[config.mk]
export PLATFORM = sky130hd
export DESIGN_NAME = sgi_rle8_row_decoder
export DESIGN_NICKNAME = d
export VERILOG_FILES = /design/src/hw/rtl/srle_pkg.sv /design/src/hw/rtl/srle_ctrl.sv /design/src/hw/rtl/srle_dpath.sv /design/src/hw/rtl/sgi_rle8_row_decoder.sv
export SDC_FILE = /design/constraint.sdc
export NUM_CORES = 1
export LEC_CHECK = 0
export ABC_AREA = 1
export BUFFER_PORTS_ARGS = -buffer_cell sky130_fd_sc_hd__buf_4
export CAP_MARGIN = 20
export CELL_PAD_IN_SITES_DETAIL_PLACEMENT = 0
export CELL_PAD_IN_SITES_GLOBAL_PLACEMENT = 2
export CORE_MARGIN = 10
export CORE_UTILIZATION = 33
export CTS_CLUSTER_SIZE = 20
export DETAILED_ROUTE_END_ITERATION = 10
export PLACE_DENSITY = 0.91
export SYNTH_ARGS = -nofsm -noshare
export SYNTH_HDL_FRONTEND = slang
export SYNTH_SLANG_ARGS = --single-unit
export TNS_END_PERCENT = 10
[constraint.sdc]
create_clock -name i_clk -period 7.08 [get_ports i_clk]
set_input_delay 1.062 -clock i_clk [delete_from_list [all_inputs] [get_ports i_clk]]
set_output_delay 1.062 -clock i_clk [all_outputs]
set_load 0.02 [all_outputs]
[src/hw/rtl/srle_pkg.sv]
// Shared types and constants for the 8-bit RLE scanline decoder.
// Used by srle_ctrl, srle_dpath and sgi_rle8_row_decoder; no dependencies.
package srle_pkg;

    localparam int MAX_WIDTH = 4096;
    localparam int LANES     = 4;
    // Lanes per group are capped at the four output lanes.
    localparam int GROUP     = (LANES > 4) ? 4 : ((LANES < 1) ? 1 : LANES);

    localparam int WIDTH_W   = 13;
    localparam int PL_W      = $clog2(MAX_WIDTH + 1);
    localparam int BC_W      = 15;
    localparam logic [BC_W-1:0] BYTE_SAT = {BC_W{1'b1}};
    localparam logic [WIDTH_W-1:0] WIDTH_RESET = WIDTH_W'(512);

    typedef enum logic [1:0] {
        PH_HEADER  = 2'd0,
        PH_LITERAL = 2'd1,
        PH_REPEAT  = 2'd2
    } t_phase;

    typedef enum logic [1:0] {
        RS_BUSY    = 2'd0,
        RS_DONE    = 2'd1,
        RS_SHORT   = 2'd2,
        RS_OVERRUN = 2'd3
    } t_status;

    typedef enum logic {
        CS_TAKE   = 1'b0,
        CS_REPEAT = 1'b1
    } t_ctl_state;

    typedef struct packed {
        logic take_byte;
        logic emit_group;
    } t_cmd;

    typedef struct packed {
        logic out_free;
        logic phase_repeat;
        logic group_last;
    } t_stat;

    typedef struct packed {
        logic [BC_W-1:0] row_bytes;
        t_status         status;
        logic            row_end;
        logic [2:0]      count;
        logic [3:0][7:0] pixel;
    } t_result;

endpackage

[src/hw/rtl/srle_ctrl.sv]
// Controller FSM: byte intake and repeat-run group sequencing.
// Depends on srle_pkg; drives srle_dpath through t_cmd, reads t_stat.
module srle_ctrl (
    input  logic           i_clk,
    input  logic           i_rst_n,
    input  logic           i_in_valid,
    output logic           o_in_ready,
    input  srle_pkg::t_stat i_stat,
    output srle_pkg::t_cmd  o_cmd
);

    srle_pkg::t_ctl_state r_state;
    srle_pkg::t_ctl_state n_state;

    always_ff @(posedge i_clk) begin
        if (!i_rst_n) begin
            r_state <= srle_pkg::CS_TAKE;
        end else begin
            r_state <= n_state;
        end
    end

    always_comb begin
        n_state    = r_state;
        o_cmd      = '0;
        o_in_ready = 1'b0;
        case (r_state)
            srle_pkg::CS_TAKE: begin
                o_in_ready = i_stat.out_free;
                if (i_in_valid && i_stat.out_free) begin
                    o_cmd.take_byte = 1'b1;
                    if (i_stat.phase_repeat) begin
                        n_state = srle_pkg::CS_REPEAT;
                    end
                end
            end
            srle_pkg::CS_REPEAT: begin
                // one lane group per cycle while the output slot is free
                if (i_stat.out_free) begin
                    o_cmd.emit_group = 1'b1;
                    if (i_stat.group_last) begin
                        n_state = srle_pkg::CS_TAKE;
                    end
                end
            end
            default: begin
                n_state = srle_pkg::CS_TAKE;
            end
        endcase
    end

endmodule

[src/hw/rtl/srle_dpath.sv]
// Datapath: row state, run counters, width register and output register.
// Depends on srle_pkg; commanded by srle_ctrl.
module srle_dpath (
    input  logic                          i_clk,
    input  logic                          i_rst_n,
    input  logic                          i_cfg_wr_en,
    input  logic [srle_pkg::WIDTH_W-1:0]  i_cfg_wr_data,
    input  logic [7:0]                    i_byte,
    input  logic                          i_out_ready,
    input  srle_pkg::t_cmd                i_cmd,
    output srle_pkg::t_stat               o_stat,
    output srle_pkg::t_result             o_result,
    output logic                          o_out_valid
);

    logic [srle_pkg::WIDTH_W-1:0] r_row_width;
    srle_pkg::t_phase             r_phase, n_phase;
    logic [6:0]                   r_run, n_run;
    logic [srle_pkg::PL_W-1:0]    r_pl, n_pl;
    logic [srle_pkg::BC_W-1:0]    r_bc, n_bc;
    logic                         r_ovr, n_ovr;
    logic [7:0]                   r_rep_val, n_rep_val;
    srle_pkg::t_result            r_out, n_out;
    logic                         r_out_valid, n_out_valid;

    logic                         out_free;
    logic [srle_pkg::PL_W-1:0]    eff_w;
    logic [srle_pkg::PL_W-1:0]    pl_base;
    logic                         ovr_base;
    logic [srle_pkg::BC_W-1:0]    bc_inc;
    logic [2:0]                   grp_n;
    logic [6:0]                   rem_run;
    logic [srle_pkg::PL_W-1:0]    rem_pl;
    logic                         grp_last;

    assign out_free = !r_out_valid || i_out_ready;

    // effective width: zero acts as one, clamp at the maximum
    always_comb begin
        if (r_row_width == '0) begin
            eff_w = srle_pkg::PL_W'(1);
        end else if (32'(r_row_width) > srle_pkg::MAX_WIDTH) begin
            eff_w = srle_pkg::PL_W'(srle_pkg::MAX_WIDTH);
        end else begin
            eff_w = srle_pkg::PL_W'(r_row_width);
        end
    end

    // first byte of a row reloads the width and clears the overrun flag
    assign pl_base  = (r_bc == '0) ? eff_w : r_pl;
    assign ovr_base = (r_bc == '0) ? 1'b0 : r_ovr;
    assign bc_inc   = (r_bc != srle_pkg::BYTE_SAT) ? r_bc + 1'b1 : r_bc;

    // next repeat group: min(GROUP, run left, pixels left)
    always_comb begin
        grp_n = 3'(srle_pkg::GROUP);
        if ({4'b0, grp_n} > r_run) begin
            grp_n = r_run[2:0];
        end
        if (srle_pkg::PL_W'(grp_n) > r_pl) begin
            grp_n = r_pl[2:0];
        end
    end

    assign rem_run  = r_run - 7'(grp_n);
    assign rem_pl   = r_pl - srle_pkg::PL_W'(grp_n);
    assign grp_last = (rem_run == '0) || (rem_pl == '0);

    assign o_stat.out_free     = out_free;
    assign o_stat.phase_repeat = (r_phase == srle_pkg::PH_REPEAT);
    assign o_stat.group_last   = grp_last;

    always_comb begin
        n_phase     = r_phase;
        n_run       = r_run;
        n_pl        = r_pl;
        n_bc        = r_bc;
        n_ovr       = r_ovr;
        n_rep_val   = r_rep_val;
        n_out       = r_out;
        n_out_valid = r_out_valid && !i_out_ready;

        if (i_cmd.take_byte) begin
            n_pl  = pl_base;
            n_ovr = ovr_base;
            n_bc  = bc_inc;
            case (r_phase)
                srle_pkg::PH_LITERAL: begin
                    if (pl_base != '0) begin
                        n_pl = pl_base - 1'b1;
                    end else begin
                        n_ovr = 1'b1;   // byte past the width is dropped
                    end
                    if (r_run != '0) begin
                        n_run = r_run - 1'b1;
                    end
                    if (n_run == '0) begin
                        n_phase = srle_pkg::PH_HEADER;
                    end
                    if ((pl_base != '0) || ((n_run == '0) && (n_pl == '0))) begin
                        n_out_valid   = 1'b1;
                        n_out         = '0;
                        n_out.pixel[0] = (pl_base != '0) ? i_byte : 8'd0;
                        n_out.count   = (pl_base != '0) ? 3'd1 : 3'd0;
                        if ((n_run == '0) && (n_pl == '0)) begin
                            n_out.row_end   = 1'b1;
                            n_out.status    = n_ovr ? srle_pkg::RS_OVERRUN
                                                    : srle_pkg::RS_DONE;
                            n_out.row_bytes = bc_inc;
                            n_phase = srle_pkg::PH_HEADER;
                            n_run   = '0;
                            n_bc    = '0;
                            n_ovr   = 1'b0;
                        end
                    end
                end
                srle_pkg::PH_REPEAT: begin
                    n_rep_val = i_byte;
                end
                default: begin
                    if (i_byte[6:0] == '0) begin
                        // terminator
                        n_out_valid     = 1'b1;
                        n_out           = '0;
                        n_out.row_end   = 1'b1;
                        n_out.status    = (pl_base != '0) ? srle_pkg::RS_SHORT :
                                          ovr_base ? srle_pkg::RS_OVERRUN :
                                                     srle_pkg::RS_DONE;
                        n_out.row_bytes = bc_inc;
                        n_phase = srle_pkg::PH_HEADER;
                        n_run   = '0;
                        n_bc    = '0;
                        n_ovr   = 1'b0;
                    end else begin
                        n_run   = i_byte[6:0];
                        n_phase = i_byte[7] ? srle_pkg::PH_LITERAL : srle_pkg::PH_REPEAT;
                    end
                end
            endcase
        end else if (i_cmd.emit_group) begin
            n_out_valid = 1'b1;
            n_out       = '0;
            for (int j = 0; j < 4; j++) begin
                n_out.pixel[j] = (3'(j) < grp_n) ? r_rep_val : 8'd0;
            end
            n_out.count = grp_n;
            n_run       = rem_run;
            n_pl        = rem_pl;
            if (grp_last) begin
                n_phase = srle_pkg::PH_HEADER;
                n_run   = '0;
            end
            if (rem_pl == '0) begin
                // width filled: leftover run length means clipped overrun
                n_out.row_end   = 1'b1;
                n_out.status    = (r_ovr || (rem_run != '0)) ? srle_pkg::RS_OVERRUN
                                                            : srle_pkg::RS_DONE;
                n_out.row_bytes = r_bc;
                n_bc  = '0;
                n_ovr = 1'b0;
            end
        end
    end

    always_ff @(posedge i_clk) begin
        if (!i_rst_n) begin
            r_row_width <= srle_pkg::WIDTH_RESET;
            r_phase     <= srle_pkg::PH_HEADER;
            r_run       <= '0;
            r_pl        <= '0;
            r_bc        <= '0;
            r_ovr       <= 1'b0;
            r_out_valid <= 1'b0;
        end else begin
            if (i_cfg_wr_en) begin
                r_row_width <= i_cfg_wr_data;
            end
            r_phase     <= n_phase;
            r_run       <= n_run;
            r_pl        <= n_pl;
            r_bc        <= n_bc;
            r_ovr       <= n_ovr;
            r_out_valid <= n_out_valid;
        end
    end

    always_ff @(posedge i_clk) begin
        r_rep_val <= n_rep_val;
        r_out     <= n_out;
    end

    assign o_result    = r_out;
    assign o_out_valid = r_out_valid;

`ifndef SYNTHESIS
    a_cmd_needs_slot: assert property (@(posedge i_clk) disable iff (!i_rst_n)
        (i_cmd.take_byte || i_cmd.emit_group) |-> out_free)
        else $error("command issued while output slot is occupied");

    a_cmd_exclusive: assert property (@(posedge i_clk) disable iff (!i_rst_n)
        !(i_cmd.take_byte && i_cmd.emit_group))
        else $error("byte intake and group emit in the same cycle");

    a_end_has_status: assert property (@(posedge i_clk) disable iff (!i_rst_n)
        (r_out_valid && r_out.row_end) |-> (r_out.status != srle_pkg::RS_BUSY))
        else $error("row end without a final status");

    a_mid_row_clean: assert property (@(posedge i_clk) disable iff (!i_rst_n)
        (r_out_valid && !r_out.row_end) |->
            ((r_out.status == srle_pkg::RS_BUSY) && (r_out.row_bytes == '0)
             && (r_out.count != 3'd0)))
        else $error("mid-row result carries end fields or no pixels");
`endif

endmodule

[src/hw/rtl/sgi_rle8_row_decoder.sv]
// Top level of the 8-bit RLE scanline decoder.
// Depends on srle_pkg, srle_ctrl and srle_dpath.
//
//  channel   dir  handshake               payload
//  s_axis    in   tvalid/tready           tdata[7:0] data_byte
//  m_axis    out  tvalid/tready           tdata pixels/count/row_bytes, tuser status,
//                                         tlast row_end
//  cfg       in   i_cfg_wr_en (no wait)   i_cfg_wr_data row_width
//
// Header and literal bytes are taken straight from s_axis; a repeat value byte is then
// emitted in 4-pixel groups, ceil(min(count, pixels left) / 4) of them.
// The single output register sets the pace: one result per cycle at most.
// Reset is synchronous; row_width returns to 512 and the row state clears.
// A stalled m_axis holds the result and blocks both intake and group emit.
module sgi_rle8_row_decoder (
    input  logic                         i_clk,
    input  logic                         i_rst_n,
    input  logic                         i_cfg_wr_en,
    input  logic [srle_pkg::WIDTH_W-1:0] i_cfg_wr_data,
    input  logic                         s_axis_tvalid,
    output logic                         s_axis_tready,
    input  logic [7:0]                   s_axis_tdata,   // [7:0] data_byte
    output logic                         m_axis_tvalid,
    input  logic                         m_axis_tready,
    // [7:0] pixel_a, [15:8] pixel_b, [23:16] pixel_c, [31:24] pixel_d,
    // [34:32] pixel_count, [49:35] row_bytes, [55:50] zero
    output logic [55:0]                  m_axis_tdata,
    output logic [1:0]                   m_axis_tuser,   // [1:0] status
    output logic                         m_axis_tlast    // row_end
);

    srle_pkg::t_cmd    cmd;
    srle_pkg::t_stat   stat;
    srle_pkg::t_result res;

    srle_ctrl u_ctrl (
        .i_clk      (i_clk),
        .i_rst_n    (i_rst_n),
        .i_in_valid (s_axis_tvalid),
        .o_in_ready (s_axis_tready),
        .i_stat     (stat),
        .o_cmd      (cmd)
    );

    srle_dpath u_dpath (
        .i_clk         (i_clk),
        .i_rst_n       (i_rst_n),
        .i_cfg_wr_en   (i_cfg_wr_en),
        .i_cfg_wr_data (i_cfg_wr_data),
        .i_byte        (s_axis_tdata),
        .i_out_ready   (m_axis_tready),
        .i_cmd         (cmd),
        .o_stat        (stat),
        .o_result      (res),
        .o_out_valid   (m_axis_tvalid)
    );

    assign m_axis_tdata = {6'b0, res.row_bytes, res.count,
                           res.pixel[3], res.pixel[2], res.pixel[1], res.pixel[0]};
    assign m_axis_tuser = res.status;
    assign m_axis_tlast = res.row_end;

endmodule
# [Yosys cells after proc, flatten, opt, wreduce, memory -nomap -nowiden]
# Cells that the tools add are included.
[totals] register_bits=114 latchBits=0 ram_bits=0 rom_bits=0 input_bits=26 out_inout_bits=61 word_cells=144 n_memories=0
[classes] n_addsub=5 n_mul=0 div=0 order_cmp=7 n_eq_ne=6 n_shift=0 n_mux=81 n_bitwise=1 n_reduce_logical=27
[ops] cell="53-bit two-way mux" count=4
[ops] cell="13-bit two-way mux" count=9
[ops] cell="53-bit one-hot mux with 2 select lines" count=1
[ops] cell="15-bit two-way mux" count=7
[ops] cell="7-bit two-way mux" count=9
[ops] cell="8-bit two-way mux" count=5
[ops] cell="13-bit zero test" count=3
[ops] cell="18-bit two-way mux" count=2
[ops] cell="15-bit one-hot mux with 2 select lines" count=1
[ops] cell="1-bit two-way mux" count=24
[ops] cell="2-bit two-way mux" count=12
[ops] cell="7-bit zero test" count=3
[ops] cell="15-bit by 1-bit adder with 15-bit output (second input constant)" count=1
[ops] cell="15-bit zero test" count=1
[ops] cell="15-bit != test (second input constant)" count=1
[ops] cell="7-bit one-hot mux with 2 select lines" count=1
[ops] cell="7-bit nonzero test" count=2
[ops] cell="13-bit > comparator (second input constant)" count=1
[ops] cell="3-bit by 13-bit > comparator with 1-bit output" count=1
[ops] cell="13-bit nonzero test" count=1
[ops] cell="13-bit by 1-bit subtractor with 13-bit output (second input constant)" count=1
[ops] cell="13-bit by 3-bit subtractor with 13-bit output" count=1
[ops] cell="3-bit by 7-bit > comparator with 1-bit output (first input constant)" count=1
[ops] cell="7-bit by 1-bit subtractor with 7-bit output (second input constant)" count=1
[ops] cell="19 further kinds" count=34

# [Depth between registers and ports, before layout]
[logic_depth] word_depth=14 ltp_mapped=35 depth_no_buf=34

# [Hierarchy]
# Synthesis repeated with hierarchy kept, for this count alone.
[hier_totals] cells_unflattened=1000 hier_area_um2=7274.5
[modules_own_cells] mod="srle_dpath" instances=1 cells_per_inst=980 area_each_um2=7156.9 seq_area_each_um2=2872.8
[modules_own_cells] mod="srle_ctrl" instances=1 cells_per_inst=13 area_each_um2=68.8 seq_area_each_um2=20.0
[modules_own_cells] mod="sgi_rle8_row_decoder" instances=1 cells_per_inst=7 area_each_um2=48.8 seq_area_each_um2=0.0

# [Least setup slack after synthesis]
# Ideal clock, no wire load.
[synth_timing] kind="register to register" startpoint="register u_dpath.r_bc[0] (netlist name)" endpoint="register u_dpath.r_out, in the netlist u_dpath.o_result[0], enable pin" setup_ps=481 arrival_ps=5093 slack_ps=1506 stages_incl_launch_ff=23 path_buffers=1 cell_sequence="dfxtp_1 -> inv_1 -> ha_1 -> nand3_1 -> nor2_4 -> nand2_2 -> buf_6 -> nand2_1 -> o21ai_1 -> inv_1 -> ha_1 -> nand2_1 -> nor2_2 -> nand3_2 -> inv_2 -> nand2_1 -> nand2_1 -> nand2_1 -> nor2_2 -> nand4_2 -> nand2_1 -> nand2_1 -> a21oi_1"
[synth_between] elab_chain_cells=11 elab_cells_between_ends=12
[synth_lines] item="start: declaration" line="srle_dpath.sv:20" text="logic [srle_pkg::BC_W-1:0] r_bc, n_bc;"
[synth_lines] item="start signal: assignment" line="srle_dpath.sv:181" text="r_bc <= n_bc;"
[synth_lines] item="15-bit zero test (*)" line="srle_dpath.sv:50" text="assign pl_base = (r_bc == '0) ? eff_w : r_pl;"
[synth_lines] item="13-bit two-way mux (*)" line="srle_dpath.sv:50"
[synth_lines] item="13-bit by 1-bit subtractor with 13-bit output / 13-bit nonzero test (equally long branches)" line="srle_dpath.sv:90, srle_dpath.sv:89, srle_dpath.sv:100"
[synth_lines] item="13-bit two-way mux" line="srle_dpath.sv:89" text="if (pl_base != '0) begin"
[synth_lines] item="13-bit two-way mux" line="srle_dpath.sv:87" text="case (r_phase)"
[synth_lines] item="13-bit two-way mux" line="srle_dpath.sv:83" text="if (i_cmd.take_byte) begin"
[synth_lines] item="13-bit zero test" line="srle_dpath.sv:100" text="if ((pl_base != '0) || ((n_run == '0) && (n_pl == '0))) begin"
[synth_lines] item="1-bit logical AND" line="srle_dpath.sv:100"
[synth_lines] item="1-bit logical OR (*)" line="srle_dpath.sv:100"
[synth_lines] item="3-bit by 2-bit != test with 1-bit output (no source line) (*)"
[synth_lines] item="4-bit AND reduction (no source line) (*)"
[synth_lines] item="end signal: assignment" line="srle_dpath.sv:189" text="r_out <= n_out;"
[synth_lines] item="end: declaration" line="srle_dpath.sv:23" text="srle_pkg::t_result r_out, n_out;"
# Mark *: on every way between the ends. The rest lies on a longest branch, timed or not. The select of a mux whose other input is x is not followed.
# A chain may end at the register's enable or synchronous reset.

==> run_results.csv <==
group,metric,value,unit
cells_and_area,final_cell_count_no_fill,1359,
floorplanning,die_y,167,um
drt,m1WireLength,10.5,mm
cells_and_area,drive_gt1_share,15.5,%
sta,fin_skew,0.0165,ns
drt,finalWirelength,21.4,mm
cells_and_area,utilization,40.5,%
min_path,min_to,"u_dpath.r_row_width[8]$_SDFFE_PN0P_",
drt,viasPerCell,4.89,
logic_synthesis,yosysSeqAreaShare,40.5,%
setup_path,critPathLaunchType,"register",
min_path,holdCritPathClass,"reg2reg",
cells_and_area,diodes,0,
run,max_cap_viol_count,0,
clock_tree,cts_buffers,17,
setup_path,r2r_cells,26,
sta,slew_headroom,44.3,%
clock_tree,cts.sinks,114,
logic_synthesis,ys.warnings.count,0,
sta,tightest_slew,0.833,ns
sta,setup_slack,1.91,ns
clock_tree,cts_resized,0,
logic_synthesis,synth_edf_count,61,
status,outcome,"finished clean",
setup_path,critPathKind,"reg2reg",
floorplanning,die_area,0.0279,sq mm
placed_design,dpl_cell_area,0.00796,sq mm
floorplanning,rows,53,
power,vdd_drop_max,0.173,mV
setup_path,cp.required,7.30,ns
sta,hold_viol_final,0,
logic_synthesis,synth-xor-area-share,2.09,%
logic_synthesis,synthAdderAreaFrac,2.63,%
logic_synthesis,synth_flop_cell,"edfxtp_1",
global_route,grt_first_pass_wirelength,34.5,mm
logic_synthesis,synthSimpleGateAreaFrac,31.9,%
logic_synthesis,yosysMostFrequentCell,"nand2_1",
logic_synthesis,synthTopCellsByCount,"nand2_1, nor2_1, inv_1",
logic_synthesis,async_reset_ff_share,0,%
setup_path,r2r_slack,1.91,ns
placed_design,dp_slack,1.95,ns
sta,fin_crit_sh,73.0,%
placed_design,post-dp-hpwl,16.4,mm
drt,drtIter0Drc,527,
drt,vias,6650,
clock_tree,cts_root_buffer,"clkbuf_16",
setup_path,worstPathMaxFanout,16,
cells_and_area,final_nets,1112,
floorplanning,die_w,167,um
global_route,grt_pass1_vias,6459,
logic_synthesis,syn-cell-area,0.00714,sq mm
floorplanning,coreArea,0.0212,sq mm
drt,wire_per_inst,15.7,um
logic_synthesis,synth.area.top_cells,"edfxtp_1, dfxtp_1, nand2_1, nor2_1, inv_1",
global_route,grt_max_degree,46,
logic_synthesis,synth_cell_types,44,
drt,firstDrtPassIters,5,
placed_design,io_buffers,80,
logic_synthesis,synthesis.instances,995,
drt,wl_met2,9.65,mm
power,pwr_density_cell,374,mW/mm^2
logic_synthesis,synth_mux_area_share,0,%
clock_tree,cts_tree,"done",
setup_path,arrival,5.39,ns
logic_synthesis,synth_top_family_by_area,"simple AND/OR/NAND/NOR gates",
clock_tree,postCtsHoldBufs,0,
setup_path,rr_startpoint,"u_dpath.r_run[3]$_SDFFE_PN0P_",
global_route,antenna_found_initial,0,
clock_tree,insertion_delay,0.43,ns
setup_path,crit_path_end_kind,"register",
logic_synthesis,synth-seq-cells,114,
drt,detailroute.wirelength.met3,1.01,mm
floorplanning,start_util,33.7,%
cells_and_area,fin_area,0.00857,sq mm
drt,top_layer,"met4",
sta,slew_violations,0,
floorplanning,io_pins,87,
drt,antenna_left,0,
sta,setup_viol_count_final,0,
sta,rsz0062_at_grt,"false",
sta,tns,0,ns
sta,min_period,5.17,ns
logic_synthesis,netlist.area_leader.share,25.7,%
cells_and_area,syn2layout_area_growth,20.1,%
global_route,grt_usage,15.1,%
clock_tree,clk_pin_slew_worst_paths,0.06,ns
clock_tree,ctsHtreeMaxLevel,4,
placed_design,gp_routability_congestion,0.912,
placed_design,placed_cells,1326,
logic_synthesis,synth_top_cell_by_area,"edfxtp_1",
power,p_leak,0.00384,uW
clock_tree,clockBufferDepth,2,
clock_tree,post_cts_buffers,0,
logic_synthesis,syn_avg_cell_area,7.17,sq um
logic_synthesis,synth_compound_area_share,13.2,%
sta,fmax,0.193,GHz
min_path,hold_path_depth,2,
drt,drc_errors,0,
global_route,grt_overflow_total,0,
min_path,min-delay-start,"u_dpath.r_row_width[8]$_SDFFE_PN0P_",
setup_path,rr_endpoint,"u_dpath.o_result[44]$_DFFE_PP_",
-- worst max path at each step --
stage	from	to	slack (ns)	cells past startpoint
after global placement	u_dpath.r_run[3]$_SDFFE_PN0P_	u_dpath.o_result[38]$_DFFE_PP_	1.87	27
after detailed placement	u_dpath.r_run[3]$_SDFFE_PN0P_	u_dpath.o_result[38]$_DFFE_PP_	1.95	27
after floorplan	u_dpath.r_bc[0]$_SDFFE_PN0P_	u_dpath.o_result[0]$_DFFE_PP_	1.51	22
after global routing	u_dpath.r_run[3]$_SDFFE_PN0P_	u_dpath.o_result[44]$_DFFE_PP_	1.25	27
after CTS	u_dpath.r_run[3]$_SDFFE_PN0P_	u_dpath.o_result[38]$_DFFE_PP_	1.93	27
final	u_dpath.r_run[3]$_SDFFE_PN0P_	u_dpath.o_result[44]$_DFFE_PP_	1.91	26
-- final cells by class --
class                   count  area (sq um)
fillers                  2227         12600
multi-input cells         720          3590
flip-flops and latches    114          2890
repair buffers             85           651
inverters                 133           499
clock buffers              17           425
well taps                 275           344
clock inverters            15           164
-- stage by stage --
stage | total power (uW) | hold WS [ns]
2_1_floorplan | 1950 | 0.448
3_3_place_gp | 2360 | 0.469
3_5_place_dp | 2350 | 0.474
4_1_cts | 3220 | 0.484
5_1_grt | 3450 | 0.500
6_report | 3200 | 0.480
-- routing by layer --
layer | global-route usage [%] | vias to the layer above
met4 | 4.51 | 0
met2 | 23.5 | 160
li1 | - | 3432
met3 | 3.39 | 17
met5 | 0 | -
met1 | 20.2 | 3041
-- power breakdown --
group / leakage [uW] / internal (uW) / switching, uW
sequential: 0.00102 / 841 / 72.5
clock: 0.000281 / 499 / 354
combinational: 0.00254 / 459 / 978
total: 0.00384 / 1800 / 1400
-- cell usage in the layout (no fill, tap or decap), types with 4 or more instances in the layout --
master,netlist,routed
ha_1,15,15
buf_4,7,84
o22ai_2,5,5
inv_2,7,7
edfxtp_1,61,61
inv_1,122,122
o32ai_1,7,7
a221oi_1,5,5
clkbuf_16,0,17
o21ai_0,66,66
a21oi_1,58,57
nand3_1,88,88
nand2_2,17,17
nand4_1,12,12
conb_1,1,6
nor2_1,123,123
o211ai_1,4,4
nor2_2,9,9
nor4_1,5,5
dfxtp_1,53,53
o21ai_1,5,5
nor3_1,10,10
clkinv_1,4,4
nand3b_1,8,8
nand2_1,236,236
inv_6,0,7
xor2_1,16,16
-- sequential cells by signal, indices dropped and copies added (netlist names) --
register,count
u_dpath.r_row_width,13
u_dpath.r_bc,15
u_dpath.r_phase,2
u_dpath.o_out_valid,1
u_dpath.r_pl,13
u_dpath.r_rep_val,8
u_dpath.o_result,53
u_dpath.r_ovr,1
u_ctrl.r_state,1
u_dpath.r_run,7
-- worst max-delay path: stages (launching register included) --
cell	delay (ns)
dfxtp_1	0.36
nor2_1	0.24
nand3_1	0.17
nor2_1	0.24
inv_1	0.12
ha_1	0.33
nand2_1	0.06
inv_1	0.04
o21ai_0	0.06
o21ai_1	0.12
nand3_2	0.20
o21ai_0	0.37
inv_1	0.20
ha_1	0.22
inv_1	0.07
ha_1	0.14
inv_1	0.05
nand2_1	0.06
nand2_1	0.09
nand2_2	0.12
nor2_2	0.06
nand3_1	0.09
and2_1	0.13
inv_1	0.05
nor3_1	0.17
nand4_1	0.69
o21ai_0	0.50
-- logic make-up (layout without fill, tap and decap cells) --
kind of cell	after synthesis	count (layout)
buffers and inverters	166	250
AOI/OAI and AO/OA	163	163
other	1	6
and+or+nand+nor	519	519
adders and majority gates	15	15
xor gates and xnor gates	17	17
DFF	114	114
(Power assumes the default switching activity.)
